--- src/rtl/line_sensor_position_error_defines.svh ---
// Assertion macros for the line sensor position error block.
// Used by line_sensor_position_error.sv; depends on nothing else.
`ifndef LINE_SENSOR_POSITION_ERROR_DEFINES_SVH
`define LINE_SENSOR_POSITION_ERROR_DEFINES_SVH

// Same-cycle implication.
`define LSPE_ASSERT_SAME(label, clk, rst, cond, expr) \
   label: assert property (@(posedge clk) disable iff (rst) (cond) |-> (expr)) \
      else $error("line sensor block: same-cycle check failed");

// Next-cycle implication.
`define LSPE_ASSERT_NEXT(label, clk, rst, cond, expr) \
   label: assert property (@(posedge clk) disable iff (rst) (cond) |=> (expr)) \
      else $error("line sensor block: next-cycle check failed");

`endif

--- src/rtl/lspe_pkg.sv ---
// Shared types, constants and helper functions of the line sensor position error block.
// Used by lspe_cell, lspe_ctrl and line_sensor_position_error; depends on nothing.
package lspe_pkg;

   localparam int SENSOR_COUNT  = 6;
   localparam int SAMPLE_BITS   = 12;
   localparam int FRAC_BITS     = 8;
   localparam int NUM_BITS      = SAMPLE_BITS + FRAC_BITS;
   localparam int LEVEL_BITS    = 12;
   localparam int LEVEL_LIMIT   = 2 ** (LEVEL_BITS - 1);
   localparam int THRESH_BITS   = LEVEL_BITS - 1;
   localparam int COUNT_BITS    = 10;
   localparam int KIND_BITS     = 2;
   localparam int ERROR_BITS    = 16;
   localparam int MASK_BITS     = SENSOR_COUNT;
   localparam int HALF_COUNT    = SENSOR_COUNT / 2;
   localparam int WEIGHT_BITS   = $clog2(HALF_COUNT + 1) + 1;
   localparam int SUM_RAW       = LEVEL_BITS + WEIGHT_BITS + $clog2(SENSOR_COUNT);
   localparam int SUM_BITS      = (SUM_RAW > ERROR_BITS) ? SUM_RAW : ERROR_BITS + 1;
   localparam int STEP_MAX      = (NUM_BITS > SENSOR_COUNT) ? NUM_BITS : SENSOR_COUNT;
   localparam int STEP_BITS     = $clog2(STEP_MAX);
   localparam int CSR_ADDR_BITS = 3;
   localparam int CSR_DATA_BITS = 32;

   localparam logic [SAMPLE_BITS-1:0] FULL_SCALE = {SAMPLE_BITS{1'b1}};

   // Item kinds; kind 3 is ignored. The same codes report a commit.
   localparam logic [KIND_BITS-1:0] KIND_RUN   = 2'd0;
   localparam logic [KIND_BITS-1:0] KIND_WHITE = 2'd1;
   localparam logic [KIND_BITS-1:0] KIND_BLACK = 2'd2;
   localparam logic [KIND_BITS-1:0] DONE_NONE  = 2'd0;

   // Register index taken from paddr[2].
   localparam logic CSR_THRESHOLD = 1'b0;
   localparam logic CSR_COUNT     = 1'b1;

   localparam logic [THRESH_BITS-1:0] THRESHOLD_RESET = 11'd102;
   localparam logic [COUNT_BITS-1:0]  COUNT_RESET     = 10'd100;

   typedef struct packed {
      logic [KIND_BITS-1:0]   kind;
      logic [SAMPLE_BITS-1:0] sample_0;
      logic [SAMPLE_BITS-1:0] sample_1;
      logic [SAMPLE_BITS-1:0] sample_2;
      logic [SAMPLE_BITS-1:0] sample_3;
      logic [SAMPLE_BITS-1:0] sample_4;
      logic [SAMPLE_BITS-1:0] sample_5;
   } req_type;

   typedef struct packed {
      logic signed [ERROR_BITS-1:0] position_error;
      logic                         line_found;
      logic [MASK_BITS-1:0]         active_mask;
      logic [KIND_BITS-1:0]         calibration_done;
      logic signed [LEVEL_BITS-1:0] level_0;
      logic signed [LEVEL_BITS-1:0] level_1;
      logic signed [LEVEL_BITS-1:0] level_2;
      logic signed [LEVEL_BITS-1:0] level_3;
      logic signed [LEVEL_BITS-1:0] level_4;
      logic signed [LEVEL_BITS-1:0] level_5;
   } rsp_type;

   // Sequencer commands broadcast to every cell.
   typedef struct packed {
      logic load;
      logic step;
      logic sum_en;
      logic cal_update;
      logic cal_start;
      logic cal_commit;
      logic cal_white;
   } cell_ctl_type;

   // Sequencer report to the output stage.
   typedef struct packed {
      logic                 finish;
      logic                 run;
      logic [KIND_BITS-1:0] done;
   } ctrl_status_type;

   // Weights -3..3 left to right, no zero weight for an even count.
   function automatic logic signed [WEIGHT_BITS-1:0] sensor_weight(input int idx);
      int w;
      if ((SENSOR_COUNT % 2) == 0 && idx >= HALF_COUNT) begin
         w = idx - HALF_COUNT + 1;
      end else begin
         w = idx - HALF_COUNT;
      end
      return WEIGHT_BITS'(w);
   endfunction

endpackage

--- src/rtl/lspe_cell.sv ---
// One sensor cell: calibration levels, bit-serial divider and one stage of the sum chain.
// Depends on lspe_pkg.
module lspe_cell (
   input  logic                                 clock,
   input  logic                                 reset,
   input  lspe_pkg::cell_ctl_type               ctl,
   input  logic [lspe_pkg::SAMPLE_BITS-1:0]     sample,
   input  logic [lspe_pkg::THRESH_BITS-1:0]     threshold,
   input  logic signed [lspe_pkg::WEIGHT_BITS-1:0] weight,
   input  logic signed [lspe_pkg::SUM_BITS-1:0] psum_prev,
   output logic signed [lspe_pkg::SUM_BITS-1:0] psum_out,
   output logic signed [lspe_pkg::LEVEL_BITS-1:0] level,
   output logic                                 active
);

   logic [lspe_pkg::SAMPLE_BITS-1:0] white_ff, white_in;
   logic [lspe_pkg::SAMPLE_BITS-1:0] black_ff, black_in;
   logic [lspe_pkg::SAMPLE_BITS-1:0] trk_ff, trk_in;
   logic [lspe_pkg::NUM_BITS-1:0]    nq_ff, nq_in;
   logic [lspe_pkg::SAMPLE_BITS-1:0] rem_ff, rem_in;
   logic                             neg_ff, neg_in;
   logic                             zero_ff, zero_in;
   logic signed [lspe_pkg::SUM_BITS-1:0] psum_ff, psum_in;

   logic [lspe_pkg::SAMPLE_BITS-1:0] mag;
   logic [lspe_pkg::SAMPLE_BITS:0]   rem_shift;
   logic [lspe_pkg::SAMPLE_BITS:0]   rem_diff;
   logic                             fits;
   logic [lspe_pkg::SAMPLE_BITS-1:0] trk_base;
   logic [lspe_pkg::SAMPLE_BITS-1:0] trk_upd;
   logic [lspe_pkg::LEVEL_BITS-1:0]  neg_q;

   // Magnitude and sign of sample minus black level.
   always_comb begin
      if (sample >= black_ff) begin
         mag = sample - black_ff;
      end else begin
         mag = black_ff - sample;
      end
   end

   // Restoring division, one quotient bit a cycle; quotient shifts in behind the dividend.
   assign rem_shift = {rem_ff, nq_ff[lspe_pkg::NUM_BITS-1]};
   assign rem_diff  = rem_shift - {1'b0, white_ff};
   assign fits      = rem_shift >= {1'b0, white_ff};

   always_comb begin
      nq_in   = nq_ff;
      rem_in  = rem_ff;
      neg_in  = neg_ff;
      zero_in = zero_ff;
      if (ctl.load) begin
         nq_in   = {mag, {lspe_pkg::FRAC_BITS{1'b0}}};
         rem_in  = '0;
         neg_in  = sample < black_ff;
         zero_in = mag == '0;
      end else if (ctl.step) begin
         nq_in  = {nq_ff[lspe_pkg::NUM_BITS-2:0], fits};
         rem_in = fits ? rem_diff[lspe_pkg::SAMPLE_BITS-1:0]
                       : rem_shift[lspe_pkg::SAMPLE_BITS-1:0];
      end
   end

   // Saturate the quotient to signed Q4.8; a zero numerator gives zero even for white 0.
   assign neg_q = ~nq_ff[lspe_pkg::LEVEL_BITS-1:0] + 1'b1;

   always_comb begin
      if (zero_ff) begin
         level = '0;
      end else if (!neg_ff) begin
         if (nq_ff > lspe_pkg::NUM_BITS'(lspe_pkg::LEVEL_LIMIT - 1)) begin
            level = lspe_pkg::LEVEL_BITS'(lspe_pkg::LEVEL_LIMIT - 1);
         end else begin
            level = nq_ff[lspe_pkg::LEVEL_BITS-1:0];
         end
      end else begin
         if (nq_ff > lspe_pkg::NUM_BITS'(lspe_pkg::LEVEL_LIMIT)) begin
            level = lspe_pkg::LEVEL_BITS'(lspe_pkg::LEVEL_LIMIT);
         end else begin
            level = neg_q;
         end
      end
   end

   assign active = $signed(level) > $signed({1'b0, threshold});

   // Sum chain: add own weighted level to the neighbor's partial sum.
   always_comb begin
      psum_in = psum_ff;
      if (ctl.sum_en) begin
         psum_in = psum_prev + lspe_pkg::SUM_BITS'(lspe_pkg::SUM_BITS'(weight)
                                                  * lspe_pkg::SUM_BITS'(level));
      end
   end

   assign psum_out = psum_ff;

   // Calibration tracker: restart on a new kind, then keep the maximum or minimum.
   always_comb begin
      if (ctl.cal_start) begin
         trk_base = ctl.cal_white ? '0 : lspe_pkg::FULL_SCALE;
      end else begin
         trk_base = trk_ff;
      end
      if (ctl.cal_white) begin
         trk_upd = (sample > trk_base) ? sample : trk_base;
      end else begin
         trk_upd = (sample < trk_base) ? sample : trk_base;
      end
      trk_in   = trk_ff;
      white_in = white_ff;
      black_in = black_ff;
      if (ctl.cal_update) begin
         trk_in = trk_upd;
         if (ctl.cal_commit) begin
            if (ctl.cal_white) begin
               white_in = trk_upd;
            end else begin
               black_in = trk_upd;
            end
         end
      end
   end

   always_ff @(posedge clock) begin
      if (reset) begin
         white_ff <= lspe_pkg::FULL_SCALE;
         black_ff <= '0;
         trk_ff   <= '0;
      end else begin
         white_ff <= white_in;
         black_ff <= black_in;
         trk_ff   <= trk_in;
      end
   end

   always_ff @(posedge clock) begin
      nq_ff   <= nq_in;
      rem_ff  <= rem_in;
      neg_ff  <= neg_in;
      zero_ff <= zero_in;
      psum_ff <= psum_in;
   end

endmodule

--- src/rtl/lspe_ctrl.sv ---
// Sequencer: request acceptance, divide and sum phases, calibration progress and commit.
// Depends on lspe_pkg.
module lspe_ctrl (
   input  logic                                clock,
   input  logic                                reset,
   input  logic                                req_valid,
   output logic                                req_ready,
   input  logic [lspe_pkg::KIND_BITS-1:0]      req_kind,
   input  logic                                out_free,
   input  logic [lspe_pkg::COUNT_BITS-1:0]     calibration_count,
   output lspe_pkg::cell_ctl_type              cell_ctl,
   output lspe_pkg::ctrl_status_type           status
);

   typedef enum logic [3:0] {
      ST_IDLE   = 4'b0001,
      ST_DIVIDE = 4'b0010,
      ST_SUM    = 4'b0100,
      ST_FINISH = 4'b1000
   } state_type;

   state_type                            state_ff, state_in;
   logic [lspe_pkg::STEP_BITS-1:0]       step_ff, step_in;
   logic [lspe_pkg::KIND_BITS-1:0]       cal_kind_ff, cal_kind_in;
   logic [lspe_pkg::COUNT_BITS-1:0]      progress_ff, progress_in;
   logic [lspe_pkg::KIND_BITS-1:0]       done_ff, done_in;
   logic                                 run_ff, run_in;

   logic                                 accept;
   logic                                 is_run;
   logic                                 is_cal;
   logic                                 cal_start;
   logic [lspe_pkg::COUNT_BITS-1:0]      prog_base;
   logic [lspe_pkg::COUNT_BITS-1:0]      prog_next;
   logic                                 commit;
   logic                                 last_div;
   logic                                 last_sum;

   assign req_ready = state_ff == ST_IDLE;
   assign accept    = req_valid && req_ready;
   assign is_run    = req_kind == lspe_pkg::KIND_RUN;
   assign is_cal    = (req_kind == lspe_pkg::KIND_WHITE) || (req_kind == lspe_pkg::KIND_BLACK);
   assign cal_start = cal_kind_ff != req_kind;
   assign prog_base = cal_start ? '0 : progress_ff;
   assign prog_next = prog_base + 1'b1;
   assign commit    = prog_next >= calibration_count;
   assign last_div  = step_ff == lspe_pkg::STEP_BITS'(lspe_pkg::NUM_BITS - 1);
   assign last_sum  = step_ff == lspe_pkg::STEP_BITS'(lspe_pkg::SENSOR_COUNT - 1);

   always_comb begin
      state_in = state_ff;
      step_in  = step_ff;
      run_in   = run_ff;
      done_in  = done_ff;
      unique case (state_ff)
         ST_IDLE: begin
            if (accept) begin
               step_in  = '0;
               run_in   = is_run;
               done_in  = (is_cal && commit) ? req_kind : lspe_pkg::DONE_NONE;
               state_in = is_run ? ST_DIVIDE : ST_FINISH;
            end
         end
         ST_DIVIDE: begin
            step_in = step_ff + 1'b1;
            if (last_div) begin
               step_in  = '0;
               state_in = ST_SUM;
            end
         end
         ST_SUM: begin
            step_in = step_ff + 1'b1;
            if (last_sum) begin
               state_in = ST_FINISH;
            end
         end
         ST_FINISH: begin
            // hold until the output register is free
            if (out_free) begin
               state_in = ST_IDLE;
            end
         end
         default: begin
            state_in = ST_IDLE;
         end
      endcase
   end

   always_comb begin
      cal_kind_in = cal_kind_ff;
      progress_in = progress_ff;
      if (accept && is_cal) begin
         if (commit) begin
            cal_kind_in = lspe_pkg::DONE_NONE;
            progress_in = '0;
         end else begin
            cal_kind_in = req_kind;
            progress_in = prog_next;
         end
      end
   end

   always_ff @(posedge clock) begin
      if (reset) begin
         state_ff    <= ST_IDLE;
         step_ff     <= '0;
         cal_kind_ff <= lspe_pkg::DONE_NONE;
         progress_ff <= '0;
         done_ff     <= lspe_pkg::DONE_NONE;
         run_ff      <= 1'b0;
      end else begin
         state_ff    <= state_in;
         step_ff     <= step_in;
         cal_kind_ff <= cal_kind_in;
         progress_ff <= progress_in;
         done_ff     <= done_in;
         run_ff      <= run_in;
      end
   end

   always_comb begin
      cell_ctl.load       = accept && is_run;
      cell_ctl.step       = state_ff == ST_DIVIDE;
      cell_ctl.sum_en     = state_ff == ST_SUM;
      cell_ctl.cal_update = accept && is_cal;
      cell_ctl.cal_start  = cal_start;
      cell_ctl.cal_commit = commit;
      cell_ctl.cal_white  = req_kind == lspe_pkg::KIND_WHITE;
      status.finish       = (state_ff == ST_FINISH) && out_free;
      status.run          = run_ff;
      status.done         = done_ff;
   end

endmodule

--- src/rtl/line_sensor_position_error.sv ---
// Run request: 20 divide steps, one quotient bit a cycle in each cell, then the sum chain,
// then the output register. Requests of every kind are taken only in idle, so a new one
// is not taken until the sequencer has passed finish with the last one.
// A waiting result does not block the next request; it holds the sequencer only at finish.
// Synchronous active-high reset: white levels to full scale, black levels and trackers
// to zero, calibration idle, threshold 102 and calibration count 100.
`include "line_sensor_position_error_defines.svh"

module line_sensor_position_error (
   input  logic                                  clock,
   input  logic                                  reset,
   input  logic                                  req_valid,
   output logic                                  req_ready,
   input  lspe_pkg::req_type                     req_payload,
   output logic                                  rsp_valid,
   input  logic                                  rsp_ready,
   output lspe_pkg::rsp_type                     rsp_payload,
   input  logic                                  csr_psel,
   input  logic                                  csr_penable,
   input  logic                                  csr_pwrite,
   input  logic [lspe_pkg::CSR_ADDR_BITS-1:0]    csr_paddr,
   input  logic [lspe_pkg::CSR_DATA_BITS-1:0]    csr_pwdata,
   output logic [lspe_pkg::CSR_DATA_BITS-1:0]    csr_prdata,
   output logic                                  csr_pready
);

   logic [lspe_pkg::THRESH_BITS-1:0] threshold_ff, threshold_in;
   logic [lspe_pkg::COUNT_BITS-1:0]  count_ff, count_in;
   logic                             rsp_valid_ff, rsp_valid_in;
   lspe_pkg::rsp_type                rsp_payload_ff, rsp_payload_in;

   lspe_pkg::cell_ctl_type           cell_ctl;
   lspe_pkg::ctrl_status_type        status;
   logic                             out_free;
   logic                             csr_write;

   logic [lspe_pkg::SAMPLE_BITS-1:0]     samples [lspe_pkg::SENSOR_COUNT];
   logic signed [lspe_pkg::LEVEL_BITS-1:0] levels [lspe_pkg::SENSOR_COUNT];
   logic signed [lspe_pkg::SUM_BITS-1:0] psums [lspe_pkg::SENSOR_COUNT + 1];
   logic [lspe_pkg::MASK_BITS-1:0]       mask;
   logic signed [lspe_pkg::SUM_BITS-1:0] total;
   logic signed [lspe_pkg::ERROR_BITS-1:0] error_sat;

   localparam logic signed [lspe_pkg::SUM_BITS-1:0] ERR_MAX =
      lspe_pkg::SUM_BITS'(2 ** (lspe_pkg::ERROR_BITS - 1) - 1);
   localparam logic signed [lspe_pkg::SUM_BITS-1:0] ERR_MIN = ~ERR_MAX;

   // Register port
   assign csr_pready = 1'b1;
   assign csr_write  = csr_psel && csr_penable && csr_pwrite && csr_pready;

   always_comb begin
      threshold_in = threshold_ff;
      count_in     = count_ff;
      if (csr_write) begin
         unique case (csr_paddr[2])
            lspe_pkg::CSR_THRESHOLD: threshold_in = csr_pwdata[lspe_pkg::THRESH_BITS-1:0];
            lspe_pkg::CSR_COUNT:     count_in     = csr_pwdata[lspe_pkg::COUNT_BITS-1:0];
            default:                 threshold_in = threshold_ff;
         endcase
      end
   end

   always_comb begin
      unique case (csr_paddr[2])
         lspe_pkg::CSR_THRESHOLD:
            csr_prdata = lspe_pkg::CSR_DATA_BITS'(threshold_ff);
         lspe_pkg::CSR_COUNT:
            csr_prdata = lspe_pkg::CSR_DATA_BITS'(count_ff);
         default:
            csr_prdata = '0;
      endcase
   end

   // Sequencer
   assign out_free = !rsp_valid_ff || rsp_ready;

   lspe_ctrl u_ctrl (
      .clock             (clock),
      .reset             (reset),
      .req_valid         (req_valid),
      .req_ready         (req_ready),
      .req_kind          (req_payload.kind),
      .out_free          (out_free),
      .calibration_count (count_ff),
      .cell_ctl          (cell_ctl),
      .status            (status)
   );

   // Row of sensor cells
   assign samples[0] = req_payload.sample_0;
   assign samples[1] = req_payload.sample_1;
   assign samples[2] = req_payload.sample_2;
   assign samples[3] = req_payload.sample_3;
   assign samples[4] = req_payload.sample_4;
   assign samples[5] = req_payload.sample_5;

   assign psums[0] = '0;

   for (genvar i = 0; i < lspe_pkg::SENSOR_COUNT; i++) begin : g_cell
      lspe_cell u_cell (
         .clock     (clock),
         .reset     (reset),
         .ctl       (cell_ctl),
         .sample    (samples[i]),
         .threshold (threshold_ff),
         .weight    (lspe_pkg::sensor_weight(i)),
         .psum_prev (psums[i]),
         .psum_out  (psums[i+1]),
         .level     (levels[i]),
         .active    (mask[i])
      );
   end

   // Output stage
   assign total = psums[lspe_pkg::SENSOR_COUNT];

   always_comb begin
      if (total > ERR_MAX) begin
         error_sat = ERR_MAX[lspe_pkg::ERROR_BITS-1:0];
      end else if (total < ERR_MIN) begin
         error_sat = ERR_MIN[lspe_pkg::ERROR_BITS-1:0];
      end else begin
         error_sat = total[lspe_pkg::ERROR_BITS-1:0];
      end
   end

   always_comb begin
      rsp_payload_in = '0;
      if (status.run) begin
         rsp_payload_in.line_found     = |mask;
         rsp_payload_in.active_mask    = mask;
         rsp_payload_in.position_error = (|mask) ? error_sat : '0;
         rsp_payload_in.level_0        = levels[0];
         rsp_payload_in.level_1        = levels[1];
         rsp_payload_in.level_2        = levels[2];
         rsp_payload_in.level_3        = levels[3];
         rsp_payload_in.level_4        = levels[4];
         rsp_payload_in.level_5        = levels[5];
      end else begin
         rsp_payload_in.calibration_done = status.done;
      end
   end

   always_comb begin
      rsp_valid_in = rsp_valid_ff;
      if (status.finish) begin
         rsp_valid_in = 1'b1;
      end else if (rsp_ready) begin
         rsp_valid_in = 1'b0;
      end
   end

   always_ff @(posedge clock) begin
      if (reset) begin
         threshold_ff <= lspe_pkg::THRESHOLD_RESET;
         count_ff     <= lspe_pkg::COUNT_RESET;
         rsp_valid_ff <= 1'b0;
      end else begin
         threshold_ff <= threshold_in;
         count_ff     <= count_in;
         rsp_valid_ff <= rsp_valid_in;
      end
   end

   always_ff @(posedge clock) begin
      if (status.finish) begin
         rsp_payload_ff <= rsp_payload_in;
      end
   end

   assign rsp_valid   = rsp_valid_ff;
   assign rsp_payload = rsp_payload_ff;

   // Checks
   `LSPE_ASSERT_NEXT(a_one_request_in_flight, clock, reset, req_valid && req_ready, !req_ready)
   `LSPE_ASSERT_SAME(a_found_matches_mask, clock, reset, rsp_valid, rsp_payload.line_found == (rsp_payload.active_mask != '0))
   `LSPE_ASSERT_SAME(a_commit_has_no_run_data, clock, reset, rsp_valid && rsp_payload.calibration_done != lspe_pkg::DONE_NONE, rsp_payload.active_mask == '0 && rsp_payload.position_error == '0)

endmodule

--- config.mk ---
export PLATFORM = sky130hd
export DESIGN_NAME = line_sensor_position_error
export DESIGN_NICKNAME = d
export VERILOG_FILES = /design/src/rtl/lspe_pkg.sv /design/src/rtl/lspe_cell.sv /design/src/rtl/lspe_ctrl.sv /design/src/rtl/line_sensor_position_error.sv
export VERILOG_INCLUDE_DIRS = /design/src /design/src/rtl
export SDC_FILE = /design/constraint.sdc
export NUM_CORES = 2
export LEC_CHECK = 0
export BUFFER_PORTS_ARGS = -buffer_cell sky130_fd_sc_hd__buf_2
export CORE_ASPECT_RATIO = 0.5
export CORE_MARGIN = 4
export CORE_UTILIZATION = 57
export CTS_CLUSTER_DIAMETER = 30
export CTS_CLUSTER_SIZE = 14
export DETAILED_ROUTE_END_ITERATION = 12
export PLACE_DENSITY = 0.86
export SETUP_SLACK_MARGIN = 0.05
export SLEW_MARGIN = 25
export SYNTH_ARGS = -nofsm -noshare
export SYNTH_HDL_FRONTEND = slang
export SYNTH_SLANG_ARGS = --single-unit
--- constraint.sdc ---
create_clock -name clock -period 5.2 [get_ports clock]
set_input_delay 0.26 -clock clock [delete_from_list [all_inputs] [get_ports clock]]
set_output_delay 0.26 -clock clock [all_outputs]
set_load 0.02 [all_outputs]
==> impl_metrics.py <==
metrics = {
    "run_status": {
        "outcome": "finished with violations",
        "violations": "negative setup slack",
    },
    "place": {
        "dp_worst_setup_slack_ns": -0.495,
        "gp_congestion": 0.974,
        "place_area_um2": 50100,
        "place_inst": 6737,
        "portBuffers": 202,
        "hpwl_um": 99100,
    },
    "synthesis": {
        "ys_seq_area_frac": 0.343,
        "ys_warn_count": 0,
        "avgSynthCellArea_um2": 8.58,
        "synth_area_um2": 47300,
        "synth-compound-area-share": 0.212,
        "synthDistinctLibCells": 94,
        "syn_inst": 5517,
        "synth_top_family_by_area": "compound AO/OA/AOI/OAI gates",
        "synthMuxAreaShare": 0.0431,
        "synth_seq_cells": 668,
        "synth_largest_area_cell": "edfxtp_1",
        "synth_top_area_frac": 0.182,
        "synthAdderAreaFrac": 0.145,
        "yosys.area_share.simple": 0.159,
        "synth_xor_area_frac": 0.0389,
        "synth_ff_type": "dfxtp_1",
        "synthArstFlopShare": 0,
        "synthTopCellsByArea": "edfxtp_1 (18%), dfxtp_1 (16%), ha_1 (13%)",
        "synth_edf_count": 286,
    },
    "sta": {
        "fin_ws_ns": -0.192,
        "final_hold_viol_count": 0,
        "clock_skew_ns": 0.0370,
        "finalSetupViolCount": 5,
        "post-route-period-util": 1.04,
        "rsz0062_at_grt": "true",
        "timing.slew.headroom": 0.343,
        "drv_slew": 0,
        "period_minus_slack_ns": 5.39,
        "clock.fmax_mhz": 185,
        "worst_pin_slew_ns": 0.980,
    },
    "power_and_ir_drop": {
        "clock_power_share": 0.438,
        "power_density_nw_per_um2": 320,
        "p_leak_nw": 24.4,
        "cellInternalPower_mw": 12.2,
        "comb_power_share": 0.229,
        "seqPwrFrac": 0.333,
        "ir_worst_vdd_mv": 0.309,
        "power_mw": 17.8,
        "switching_share": 0.313,
        "p_switching_mw": 5.57,
    },
    "cts": {
        "clockRootBuffer": "clkbuf_16",
        "clk_pin_slew_ns": 0.06,
        "insertion_delay_ns": 0.74,
        "numCtsBuffers": 110,
        "h-tree-depth": 3,
        "clock-sinks": 668,
        "ctsLongestPathBuffers": 3,
        "cts_tree": "done",
    },
    "layout": {
        "final_cells": 7053,
        "fin_area_um2": 55500,
        "final_util": 0.677,
        "nets": 6495,
        "drive_above_1_share": 0.127,
        "syn_to_final_growth_pct": 17.3,
    },
    "floorplanning": {
        "start_util": 0.577,
        "fp.dieH_um": 212,
        "rows": 74,
        "ios": 248,
        "die_area_um2": 88000,
        "dieWidth_um": 415,
        "core_um2": 81900,
    },
    "routing": {
        "first_iter_violations": 3784,
        "firstDrtPassIters": 6,
        "post_drt_wl_per_cell_um": 19.8,
        "drt-total-wl_um": 139000,
        "ant_nets": 0,
        "route.detailed.drc": 0,
        "route.vias.total": 43014,
        "viasPerCell": 6.10,
    },
    "critical_path": {
        "worstPathRequired_ns": 5.67,
        "crit_top_cell": "a21oi_2",
        "crit_path_max_incr_delay_ns": 0.56,
        "crit_slowest_cell": "or4_4",
        "crit_fanout": 2,
        "crit_type": "flop to flop",
        "endpoint_kind": "flop",
        "arrival_ns": 5.86,
        "startpoint_type": "flop",
    },
    "flow_run": {
        "maxCapViolCount": 0,
    },
    "global_routing": {
        "grt_pass1_wl_um": 220000,
        "grt_util_all_layers": 0.305,
        "first_global_vias": 42081,
        "overflow": 0,
        "grt_antenna_before_repair": 6,
        "grt_max_degree": 154,
    },
    "min_path": {
        "min_path_type": "input pin to flop",
    },
}
## area by class of cell
type,count,area (um^2)
clock buffer,125,2930
tap,1102,1380
timing repair buffer,468,3340
multi-input combinational,4163,28900
inverter,436,1640
fill,6291,26500
clock inverter,84,1040
antenna,7,17.5
sequential,668,16200
## repair_timing
item,in CTS,in global routing
pin swaps,14,49
gates resized for setup,31,69
setup endpoints to repair,9,38
hold endpoints to repair,177,0
cloned,0,1
setup buffers,6,11
hold buffers,87,0
## worst paths after layout
kind | from | endpoint | slack, ns | cells past startpoint
max | g_cell[5].u_cell.nq_ff[19] | g_cell[5].u_cell.psum_out[16] | -0.19 | 26
max reg2reg | g_cell[5].u_cell.nq_ff[19] | g_cell[5].u_cell.psum_out[16] | -0.19 | 26
min reg2reg | g_cell[0].u_cell.psum_out[0] | g_cell[1].u_cell.psum_out[0] | 0.42 | 0
min | reset | g_cell[2].u_cell.trk_ff[11] | 0.11 | 2
## logic make-up after synthesis
family / after synthesis
AO/OA/AOI/OAI: 1587
AND/OR/NAND/NOR: 1611
buffers and inverters: 707
other: 2
XOR/XNOR: 210
flip-flops: 668
adder cells (fa/ha/maj): 532
multiplexers: 200
## power groups by stage
stage	clock (mW)	sequential [mW]	combinational (mW)
finish	7.78	5.91	4.07
global route	8.11	5.93	4.47
CTS	7.85	5.90	3.91
detailed placement	0	6.01	3.78
global placement	0	5.99	3.64
floorplan	0	5.99	2.76
## critical path: cells and delay by family, from the launching register on
family	cells	cell delay, ns
AO/OA/AOI/OAI	12	1.85
XOR/XNOR	1	0.12
adder cells (fa/ha/maj)	3	0.90
buffers and inverters	3	0.36
flip-flops	1	0.41
AND/OR/NAND/NOR	7	1.49
## sequential cells by signal (all words and copies together), names as in the netlist
name,count
u_ctrl.state_ff,4
g_cell.u_cell.psum_out,105
g_cell.u_cell.nq_ff,120
rsp_valid,1
g_cell.u_cell.neg_ff,6
count_ff,10
rsp_payload,97
u_ctrl.progress_ff,10
g_cell.u_cell.white_ff,72
u_ctrl.done_ff,2
g_cell.u_cell.black_ff,72
u_ctrl.step_ff,5
u_ctrl.run_ff,1
g_cell.u_cell.zero_ff,6
g_cell.u_cell.trk_ff,72
u_ctrl.cal_kind_ff,2
threshold_ff,11
g_cell.u_cell.rem_ff,72
## routing by layer
| layer | share of wire | global-route usage | vias to the layer above |
|---|---|---|---|
| met2 | 0.46 | 0.502 | 1753 |
| met4 | 0.032 | 0.109 | 2 |
| li1 | - | - | 20472 |
| met3 | 0.083 | 0.0610 | 351 |
| met5 | 0.000086 | 0 | - |
| met1 | 0.42 | 0.401 | 20436 |
## Yosys cell counts, types with 21 or more instances
library cell / number
buf_2: 21
nor2_1: 504
a21o_1: 118
nand2_1: 458
dfxtp_1: 382
ha_1: 506
a21oi_1: 479
mux2i_1: 175
a22o_1: 30
or3_1: 29
nor4_1: 33
or2_2: 22
and2_1: 46
clkbuf_1: 201
fa_1: 26
a31oi_1: 26
o211ai_1: 95
nand2b_1: 33
and3_1: 27
a211oi_1: 109
o21a_1: 127
o21ai_0: 375
xor2_1: 55
inv_1: 436
nor3_1: 102
mux2_2: 24
o22ai_1: 27
nand4_1: 64
o21bai_1: 32
buf_1: 21
xnor2_1: 155
nand3_1: 149
nor2b_1: 73
edfxtp_1: 286
buf_4: 23
## per-stage QoR
step                      TNS [ns]  hold slack (ns)
after detailed placement     -1.84            0.413
after CTS                   -0.201           0.0881
after floorplan                  0            0.396
after global routing         -2.00            0.113
after global placement      -0.916            0.411
final                       -0.621            0.110
## cell usage in the layout, fill, tap and decap left out, drive strengths merged, types with 55 or more instances in the layout
cell / instances
a211oi: 111
a21o: 118
a21oi: 483
buf: 381
clkbuf: 125
dfxtp: 382
dlygate4sd3: 87
edfxtp: 286
ha: 506
inv: 458
mux2i: 175
nand2: 458
nand3: 150
nand4: 64
nor2: 508
nor2b: 73
nor3: 104
o211ai: 95
o21a: 127
o21ai: 384
xnor2: 155
xor2: 55
Power figures use the tool's default switching activity.
